`config.mk`:
```
export PLATFORM = sky130hd
export DESIGN_NAME = stable_priority_queue_core
export DESIGN_NICKNAME = d
export VERILOG_FILES = /design/src/rtl/core/spq_pkg.sv /design/src/rtl/core/stable_priority_queue_core.sv /design/src/rtl/core/spq_ram.sv /design/src/rtl/core/spq_ctrl.sv /design/src/rtl/core/spq_dp.sv
export SDC_FILE = /design/constraint.sdc
export NUM_CORES = 1
export LEC_CHECK = 0
export BUFFER_PORTS_ARGS = -buffer_cell sky130_fd_sc_hd__buf_2
export CAP_MARGIN = 20
export CORE_ASPECT_RATIO = 1.5
export CORE_MARGIN = 2
export CORE_UTILIZATION = 55
export DETAILED_ROUTE_END_ITERATION = 10
export GPL_TIMING_DRIVEN = 0
export PLACE_DENSITY = 0.72
export SETUP_SLACK_MARGIN = 0.02
export SYNTH_ARGS = -nofsm -noshare
export SYNTH_HDL_FRONTEND = slang
export SYNTH_HIERARCHICAL = 1
export SYNTH_SLANG_ARGS = --single-unit
```
`constraint.sdc`:
```
create_clock -name clk -period 14 [get_ports clk]
set_input_delay 2.8 -clock clk [delete_from_list [all_inputs] [get_ports clk]]
set_output_delay 2.8 -clock clk [all_outputs]
set_load 0.02 [all_outputs]
```
`src/rtl/core/spq_pkg.sv`:
```
// ----------------------------------------------------------------------------
// spq_pkg: shared types and codes for the stable priority queue
// Result status codes, priority limits and the command/status groups that
// join the controller to the datapath.
// ----------------------------------------------------------------------------
package spq_pkg;

  // result status codes
  typedef enum logic [2:0] {
    ST_ENQ    = 3'd0,
    ST_DEQ    = 3'd1,
    ST_EMPTY  = 3'd2,
    ST_FULL   = 3'd3,
    ST_BADPRI = 3'd4
  } spq_status_t;

  // operation codes on in_mode
  localparam logic MODE_ENQ = 1'b0;
  localparam logic MODE_DEQ = 1'b1;

  // highest legal priority value (0 is served first)
  localparam logic [1:0] MAX_LEVEL = 2'd2;

  // controller -> datapath commands
  typedef struct packed {
    logic accept;  // take the new beat, do any work that needs no further state
    logic deq;     // head word is on the RAM read port, pop it
    logic walk;    // one step of the backward insertion walk
    logic ins;     // write the new entry into the slot at the head
  } spq_cmd_t;

  // datapath -> controller status
  typedef struct packed {
    logic quick;   // accepted beat finishes in the accept cycle
    logic is_deq;  // accepted beat is a dequeue
    logic hit;     // walk: entry read is not behind the new one, insert here
    logic last;    // walk: entry read sits at the head
  } spq_stat_t;

endpackage

```
`src/rtl/core/stable_priority_queue_core.sv`:
```
// ----------------------------------------------------------------------------
// stable_priority_queue_core: bounded stable priority queue
// Priority 0 is served first; entries of one level leave in arrival order.
//
//   channel  handshake         payload
//   input    start / busy      in_mode, in_priority_req, in_ticket_id
//   result   out_valid strobe  out_status, out_head_priority,
//                              out_head_ticket, out_occupancy
//
// A beat is taken when start is high and busy is low; each beat gives one
// result, strobed for one cycle. Rejected beats, dequeue from empty and
// enqueue into an empty queue finish without leaving idle; a dequeue
// passes through a pop state. An enqueue walks back from the tail one
// entry a cycle through the store RAM port, shifting at most QUEUE_DEPTH - 1 entries.
// Synchronous reset empties the queue; the store itself is not cleared.
// The result side cannot stall; a new beat may be taken in the strobe cycle.
// ----------------------------------------------------------------------------
module stable_priority_queue_core import spq_pkg::*; #(
  parameter int QUEUE_DEPTH = 16,
  parameter int ID_WIDTH    = 32
) (
  input  logic        clk,
  input  logic        rst_n,
  input  logic        start,
  output logic        busy,
  input  logic        in_mode,
  input  logic [1:0]  in_priority_req,
  input  logic [31:0] in_ticket_id,
  output logic        out_valid,
  output logic [2:0]  out_status,
  output logic [1:0]  out_head_priority,
  output logic [31:0] out_head_ticket,
  output logic [4:0]  out_occupancy
);

  spq_cmd_t  cmd;
  spq_stat_t stat;

  // sequencer
  spq_ctrl u_ctrl (
    .clk   (clk),
    .rst_n (rst_n),
    .start (start),
    .stat  (stat),
    .cmd   (cmd),
    .busy  (busy)
  );

  // datapath
  spq_dp #(
    .QUEUE_DEPTH (QUEUE_DEPTH),
    .ID_WIDTH    (ID_WIDTH)
  ) u_dp (
    .clk               (clk),
    .rst_n             (rst_n),
    .cmd               (cmd),
    .stat              (stat),
    .in_mode           (in_mode),
    .in_priority_req   (in_priority_req),
    .in_ticket_id      (in_ticket_id),
    .out_valid         (out_valid),
    .out_status        (out_status),
    .out_head_priority (out_head_priority),
    .out_head_ticket   (out_head_ticket),
    .out_occupancy     (out_occupancy)
  );

`ifndef SYNTHESIS
  // an accepted beat either finishes at once or keeps the block busy
  a_accept_progress: assert property (@(posedge clk) disable iff (!rst_n)
    (start && !busy) |=> (busy || out_valid))
    else $error("accepted beat neither finished nor held busy");

  // leaving a multi-cycle operation always delivers its result
  a_finish_strobe: assert property (@(posedge clk) disable iff (!rst_n)
    ($fell(busy) && $past(rst_n)) |-> out_valid)
    else $error("operation ended without a result strobe");

  // head fields are zero unless an entry was dequeued
  a_head_zero: assert property (@(posedge clk) disable iff (!rst_n)
    (out_valid && (out_status != ST_DEQ)) |->
      ((out_head_ticket == 32'd0) && (out_head_priority == 2'd0)))
    else $error("head fields set on a non-dequeue result");

  // the dispatcher issues one command at a time
  a_cmd_onehot: assert property (@(posedge clk) disable iff (!rst_n)
    $onehot0(cmd))
    else $error("overlapping datapath commands");
`endif

endmodule

```
`src/rtl/core/spq_ram.sv`:
```
// ----------------------------------------------------------------------------
// spq_ram: generic simple dual-port RAM
// One write port, one read port, read data registered.
// ----------------------------------------------------------------------------
module spq_ram #(
  parameter int WIDTH = 34,
  parameter int DEPTH = 16
) (
  input  logic                     clk,
  input  logic                     we,
  input  logic [$clog2(DEPTH)-1:0] waddr,
  input  logic [WIDTH-1:0]         wdata,
  input  logic [$clog2(DEPTH)-1:0] raddr,
  output logic [WIDTH-1:0]         rdata
);

  logic [WIDTH-1:0] mem [DEPTH];

  // write port
  always_ff @(posedge clk) begin
    if (we) begin
      mem[waddr] <= wdata;
    end
  end

  // registered read
  always_ff @(posedge clk) begin
    rdata <= mem[raddr];
  end

endmodule

```
`src/rtl/core/spq_ctrl.sv`:
```
// ----------------------------------------------------------------------------
// spq_ctrl: operation sequencer
// Accepts a beat, then steps the datapath through a dequeue or an insertion
// walk and returns to idle.
// ----------------------------------------------------------------------------
module spq_ctrl import spq_pkg::*; (
  input  logic      clk,
  input  logic      rst_n,
  input  logic      start,
  input  spq_stat_t stat,
  output spq_cmd_t  cmd,
  output logic      busy
);

  typedef enum logic [3:0] {
    S_IDLE = 4'b0001,
    S_DEQ  = 4'b0010,
    S_WALK = 4'b0100,
    S_INS  = 4'b1000
  } state_t;

  state_t state_r, state_nxt;

  // state register
  always_ff @(posedge clk) begin
    if (!rst_n) begin
      state_r <= S_IDLE;
    end else begin
      state_r <= state_nxt;
    end
  end

  // next state and commands
  always_comb begin
    state_nxt = state_r;
    cmd       = '0;
    case (state_r)
      S_IDLE: begin
        cmd.accept = start;
        if (start && !stat.quick) begin
          state_nxt = stat.is_deq ? S_DEQ : S_WALK;
        end
      end
      S_DEQ: begin
        cmd.deq   = 1'b1;
        state_nxt = S_IDLE;
      end
      S_WALK: begin
        cmd.walk = 1'b1;
        if (stat.hit) begin
          state_nxt = S_IDLE;
        end else if (stat.last) begin
          state_nxt = S_INS;
        end
      end
      S_INS: begin
        cmd.ins   = 1'b1;
        state_nxt = S_IDLE;
      end
      default: begin
        state_nxt = S_IDLE;
      end
    endcase
  end

  assign busy = (state_r != S_IDLE);

endmodule

```
`src/rtl/core/spq_dp.sv`:
```
// ----------------------------------------------------------------------------
// spq_dp: queue datapath
// Circular entry store with head pointer and count, walk pointers for
// sorted insertion from the tail, and the result registers.
// ----------------------------------------------------------------------------
module spq_dp import spq_pkg::*; #(
  parameter int QUEUE_DEPTH = 16,
  parameter int ID_WIDTH    = 32
) (
  input  logic        clk,
  input  logic        rst_n,
  input  spq_cmd_t    cmd,
  output spq_stat_t   stat,
  input  logic        in_mode,
  input  logic [1:0]  in_priority_req,
  input  logic [31:0] in_ticket_id,
  output logic        out_valid,
  output logic [2:0]  out_status,
  output logic [1:0]  out_head_priority,
  output logic [31:0] out_head_ticket,
  output logic [4:0]  out_occupancy
);

  localparam int AW = $clog2(QUEUE_DEPTH);
  localparam int CW = $clog2(QUEUE_DEPTH + 1);
  localparam int EW = ID_WIDTH + 2;

  // pointer helpers, modulo QUEUE_DEPTH
  function automatic logic [AW-1:0] ptr_inc(input logic [AW-1:0] p);
    return (p == AW'(QUEUE_DEPTH - 1)) ? '0 : p + 1'b1;
  endfunction

  function automatic logic [AW-1:0] ptr_dec(input logic [AW-1:0] p);
    return (p == '0) ? AW'(QUEUE_DEPTH - 1) : p - 1'b1;
  endfunction

  logic [AW-1:0]       head_r, head_nxt;
  logic [CW-1:0]       count_r, count_nxt;
  logic [AW-1:0]       rd_ptr_r, rd_ptr_nxt;
  logic [AW-1:0]       wr_ptr_r, wr_ptr_nxt;
  logic [1:0]          pri_r, pri_nxt;
  logic [ID_WIDTH-1:0] id_r, id_nxt;

  logic                out_valid_r, out_valid_nxt;
  spq_status_t         status_r, status_nxt;
  logic [1:0]          opri_r, opri_nxt;
  logic [31:0]         oid_r, oid_nxt;
  logic [4:0]          occ_r, occ_nxt;

  logic                we;
  logic [AW-1:0]       waddr;
  logic [EW-1:0]       wdata;
  logic [EW-1:0]       rdata;
  logic [1:0]          rd_pri;
  logic [ID_WIDTH-1:0] rd_id;

  logic [ID_WIDTH+31:0] in_id_ext;
  logic [ID_WIDTH-1:0]  in_id;
  logic [ID_WIDTH+31:0] rd_id_ext;
  logic [CW+4:0]        occ_ext;
  logic [AW:0]          tail_sum;
  logic [AW-1:0]        wr_init;
  logic                 bad_pri;

  assign in_id_ext = {{ID_WIDTH{1'b0}}, in_ticket_id};
  assign in_id     = in_id_ext[ID_WIDTH-1:0];
  assign rd_pri    = rdata[EW-1:ID_WIDTH];
  assign rd_id     = rdata[ID_WIDTH-1:0];
  assign rd_id_ext = {32'b0, rd_id};
  assign occ_ext   = {5'b0, count_nxt};
  assign bad_pri   = (in_priority_req > MAX_LEVEL);

  // first free slot behind the tail: head + count, wrapped once
  always_comb begin
    tail_sum = {1'b0, head_r} + (AW + 1)'(count_r);
    if (tail_sum >= (AW + 1)'(QUEUE_DEPTH)) begin
      tail_sum = tail_sum - (AW + 1)'(QUEUE_DEPTH);
    end
    wr_init = tail_sum[AW-1:0];
  end

  // status to the controller
  always_comb begin
    stat.is_deq = (in_mode == MODE_DEQ);
    if (in_mode == MODE_DEQ) begin
      stat.quick = (count_r == '0);
    end else begin
      stat.quick = bad_pri || (count_r == CW'(QUEUE_DEPTH)) || (count_r == '0);
    end
    stat.hit  = (rd_pri <= pri_r);
    stat.last = (rd_ptr_r == head_r);
  end

  // datapath next state
  always_comb begin
    head_nxt      = head_r;
    count_nxt     = count_r;
    rd_ptr_nxt    = rd_ptr_r;
    wr_ptr_nxt    = wr_ptr_r;
    pri_nxt       = pri_r;
    id_nxt        = id_r;
    out_valid_nxt = 1'b0;
    status_nxt    = status_r;
    opri_nxt      = 2'b0;
    oid_nxt       = 32'b0;
    we            = 1'b0;
    waddr         = wr_ptr_r;
    wdata         = {pri_r, id_r};

    if (cmd.accept) begin
      pri_nxt = in_priority_req;
      id_nxt  = in_id;
      if (in_mode == MODE_DEQ) begin
        if (count_r == '0) begin
          out_valid_nxt = 1'b1;
          status_nxt    = ST_EMPTY;
        end else begin
          rd_ptr_nxt = head_r;
          count_nxt  = count_r - 1'b1;
        end
      end else if (bad_pri) begin
        out_valid_nxt = 1'b1;
        status_nxt    = ST_BADPRI;
      end else if (count_r == CW'(QUEUE_DEPTH)) begin
        out_valid_nxt = 1'b1;
        status_nxt    = ST_FULL;
      end else if (count_r == '0) begin
        // empty store: the new entry becomes the head
        we            = 1'b1;
        waddr         = head_r;
        wdata         = {in_priority_req, in_id};
        count_nxt     = CW'(1);
        out_valid_nxt = 1'b1;
        status_nxt    = ST_ENQ;
      end else begin
        // start the walk at the tail entry
        count_nxt  = count_r + 1'b1;
        wr_ptr_nxt = wr_init;
        rd_ptr_nxt = ptr_dec(wr_init);
      end
    end

    // pop the head word
    if (cmd.deq) begin
      head_nxt      = ptr_inc(head_r);
      out_valid_nxt = 1'b1;
      status_nxt    = ST_DEQ;
      opri_nxt      = rd_pri;
      oid_nxt       = rd_id_ext[31:0];
    end

    // walk step: shift the entry back one slot or drop the new one in
    if (cmd.walk) begin
      we = 1'b1;
      if (stat.hit) begin
        out_valid_nxt = 1'b1;
        status_nxt    = ST_ENQ;
      end else begin
        wdata      = rdata;
        wr_ptr_nxt = rd_ptr_r;
        if (!stat.last) begin
          rd_ptr_nxt = ptr_dec(rd_ptr_r);
        end
      end
    end

    // new entry lands at the head slot
    if (cmd.ins) begin
      we            = 1'b1;
      out_valid_nxt = 1'b1;
      status_nxt    = ST_ENQ;
    end

    occ_nxt = occ_ext[4:0];
  end

  // control registers
  always_ff @(posedge clk) begin
    if (!rst_n) begin
      head_r      <= '0;
      count_r     <= '0;
      out_valid_r <= 1'b0;
    end else begin
      head_r      <= head_nxt;
      count_r     <= count_nxt;
      out_valid_r <= out_valid_nxt;
    end
  end

  // payload registers
  always_ff @(posedge clk) begin
    rd_ptr_r <= rd_ptr_nxt;
    wr_ptr_r <= wr_ptr_nxt;
    pri_r    <= pri_nxt;
    id_r     <= id_nxt;
    if (out_valid_nxt) begin
      status_r <= status_nxt;
      opri_r   <= opri_nxt;
      oid_r    <= oid_nxt;
      occ_r    <= occ_nxt;
    end
  end

  // entry store
  spq_ram #(
    .WIDTH (EW),
    .DEPTH (QUEUE_DEPTH)
  ) u_store (
    .clk   (clk),
    .we    (we),
    .waddr (waddr),
    .wdata (wdata),
    .raddr (rd_ptr_nxt),
    .rdata (rdata)
  );

  assign out_valid         = out_valid_r;
  assign out_status        = status_r;
  assign out_head_priority = opri_r;
  assign out_head_ticket   = oid_r;
  assign out_occupancy     = occ_r;

endmodule

```
==> results.toml <==
[status]
status = "complete, no violations"

[pwr]
p_seq_share_pct = 45.3
leakage_uw = 0.0101
p_switching_uw = 1650
pwr_density_cell_nw_per_um2 = 185
clockPowerShare_pct = 28.2
vdd_drop_max_uv = 115
comb_power_share_pct = 26.5
switching_share_pct = 29.6
p_int_uw = 3930

[clock_tree]
root_buffer = "clkbuf_16"
htreeDepth = 2
clock_path_buffers = 3
post_cts_buffers = 0
numCtsBuffers = 58
clk_latency_ps = 590
path_clk_slew_ps = 60
cts.sinks = 676
cts_resized = 0
cts_tree = "built"
hold_buffers = 0

[hold_path]
hold_path_class = "reg -> reg"
hold_depth = 1

[logic_synthesis]
avgSynthCellArea_um2 = 18.7
syn-cell-area_um2 = 26000
syn_inst = 1393
ys.flop_type = "edfxtp_1"
synth_seq_area_share_pct = 75.8
synth_edf_count = 620
yosys_warnings = 6
ys_seq_elements = 676
synth-async-reset-ratio_pct = 0
synth_cell_type_count = 56
syn_nets = 1444

[routing]
drt_iter0_markers = 1516
wl_per_cell_um = 27.1
vias_per_cell = 6.28
vias = 14107
wl_um = 61000
dr.pass1.iters = 5
drc_errors = 0
ant_nets = 0

[worst_setup_path]
start_kind = "input port"
cp-endpoint = "u_dp/u_store/mem[0][18]"
r2r_start = "u_ctrl/state_r[0]"
cp_max_fo = 10
worst-endpoint-arrival_ps = 6980
end_kind = "register"
r2r_cells = 12
crit_type = "in -> reg"
ff2ff_setup_slack_ps = 8750
required_ps = 14300
r2r_end = "u_dp/u_store/mem[0][18]"
startpoint = "start"

[floorplan]
die_x_um = 182
die_y_um = 271
fp.coreArea_um2 = 46700
io-pin-count = 82
rows = 97
start_util_pct = 55.7
dieArea_um2 = 49200

[cells_and_area]
nets = 1655
drive_gt1_share_pct = 26.2
syn_to_final_growth_pct = 15.6
fillCellCount = 3057

[sta]
worstMarginPinSlew_ps = 1050
fmax_mhz = 150
setup-violations-final = 0
fin_crit_ps = 6680
rsz0062_at_grt = "no"
setup_ws_ps = 7320
final.period_utilization_pct = 47.7
hold_violations = 0
skew_ps = 10.4
whs_ps = 537
slew-limit-headroom_pct = 29.2
setup_tns_ps = 0
slew_violations = 0

[global_route]
overflow = 0
grt_pass1_wl_um = 90200
grt_start_max_net_pins = 28
antenna_found_initial = 0
grt_pass1_vias = 14405
gr-usage-all-layers_pct = 25.2

[place]
hpwl_um = 38900
dpl_worst_slack_ps = 6750
gp_congestion = 0.866
portBuffers = 80

[job]
drv_cap = 0
## synthesized netlist by cell type, drive strengths merged, types with 2 or more instances
cell type	count	area (um^2)
o22ai	2	12.5
o21ai	18	90.1
nor2b	9	56.3
nor4b	4	50.1
a211oi	4	30.0
xor2	6	52.6
nand2	135	507
mux2i	5	50.1
edfxtp	620	18600
o211ai	3	22.5
or3b	2	17.5
dfxtp	56	1120
a22oi	70	526
and3	5	36.3
and2	40	250
buf	29	185
inv	14	52.6
or2	2	12.5
nand3	8	40.0
o221ai	2	17.5
ha	12	150
a22o	2	17.5
mux4	136	3060
nor3b	3	22.5
nand4	2	12.5
a21oi	20	100
nor2	69	259
or3	4	25.0
nand3b	2	15.0
a31oi	34	213
clkbuf	46	173
nand2b	4	25.0
nor3	7	35.0
mux2	2	22.5
## layout make-up
| cell class | instances | area (um^2) | area share (%) |
|---|---|---|---|
| antenna | 1 | 2.50 | 0.00831 |
| buffer | 75 | 358 | 1.19 |
| clock buffer | 79 | 1660 | 5.53 |
| clock inverter | 29 | 216 | 0.719 |
| inverter | 14 | 52.6 | 0.175 |
| multi-input combinational | 628 | 6020 | 20.0 |
| sequential | 676 | 19700 | 65.6 |
| tap | 594 | 743 | 2.47 |
| timing repair buffer | 151 | 1320 | 4.38 |
## cell families (layout without fill, tap and decap cells)
group	Yosys count	after routing	share of synthesized area, %
buf+inv	89	348	1.58
compound gates	165	165	4.31
xor+xnor	7	7	0.235
flops	676	676	75.8
fa+ha+maj	13	13	0.653
other cells	0	1	0
mux	143	143	12.0
simple gates	300	300	5.40
## power groups by stage
stage	Combinational, uW	Sequential (uW)	Clock (uW)
2_1_floorplan	948	2590	0
3_3_place_gp	1380	2580	0
3_5_place_dp	1450	2570	0
4_1_cts	1460	2530	1590
5_1_grt	1580	2540	1670
6_report	1480	2530	1570
## registers in the layout, indices dropped and copies added, names as in the netlist, 5 cells and up
register              flops
u_dp/id_r                32
u_dp/out_head_ticket     32
u_dp/u_store/mem        544
u_dp/u_store/rdata       34
u_dp/out_occupancy        5
u_dp/count_r              5
## layer usage
| metal | up-vias | wire length (um) | GRT usage, % |
|---|---|---|---|
| met3 | 137 | 4530 | 4.29 |
| met1 | 7276 | 22700 | 32.2 |
| met4 | 0 | 2490 | 10.4 |
| met5 | - | 0 | 0 |
| li1 | 5996 | - | - |
| met2 | 698 | 31200 | 43.1 |
## how the worst min path moves through the flow
stage / start / end / slack (ps)
finish: u_dp/u_store/rdata[29] / u_dp/out_head_ticket[29] / 540
global placement: u_dp/u_store/rdata[24] / u_dp/out_head_ticket[24] / 520
detailed placement: u_dp/u_store/rdata[22] / u_dp/out_head_ticket[22] / 530
global route: u_dp/u_store/rdata[28] / u_dp/out_head_ticket[28] / 570
CTS: u_dp/u_store/rdata[29] / u_dp/out_head_ticket[29] / 540
floorplan: u_dp/wr_ptr_r[2] / u_dp/wr_ptr_r[2] / 500
## metrics by stage
step / cell area [um^2] / total power [uW] / util (%) / instances
6_report: 30100 / 5580 / 64.4 / 2247
5_1_grt: 30100 / 5790 / 64.4 / 2246
3_5_place_dp: 28000 / 4020 / 60.0 / 2109
3_3_place_gp: 27200 / 3950 / 58.2 / 2067
4_1_cts: 29900 / 5580 / 64.0 / 2217
2_1_floorplan: 26000 / 3540 / - / 1393
## critical path, stage by stage
cell	delay, ps
buf_2	90
and2_2	380
nor2b_1	180
clkbuf_1	290
nand3_1	670
clkbuf_1	430
nand2_1	130
nand2_1	100
or3b_2	610
nor3_2	820
buf_6	280
buf_6	190
## placed cells by master (no fill, tap or decap), types with 27 or more instances in the layout
cell type,netlist,layout
clkbuf_16,0,61
buf_4,2,27
nand2_1,135,134
and2_1,40,39
mux4_2,136,136
a22oi_1,70,70
dfxtp_1,56,56
clkbuf_1,46,57
edfxtp_1,620,620
a31oi_1,34,34
nor2_1,69,57
buf_2,19,102
Power figures use the tool's default switching activity.
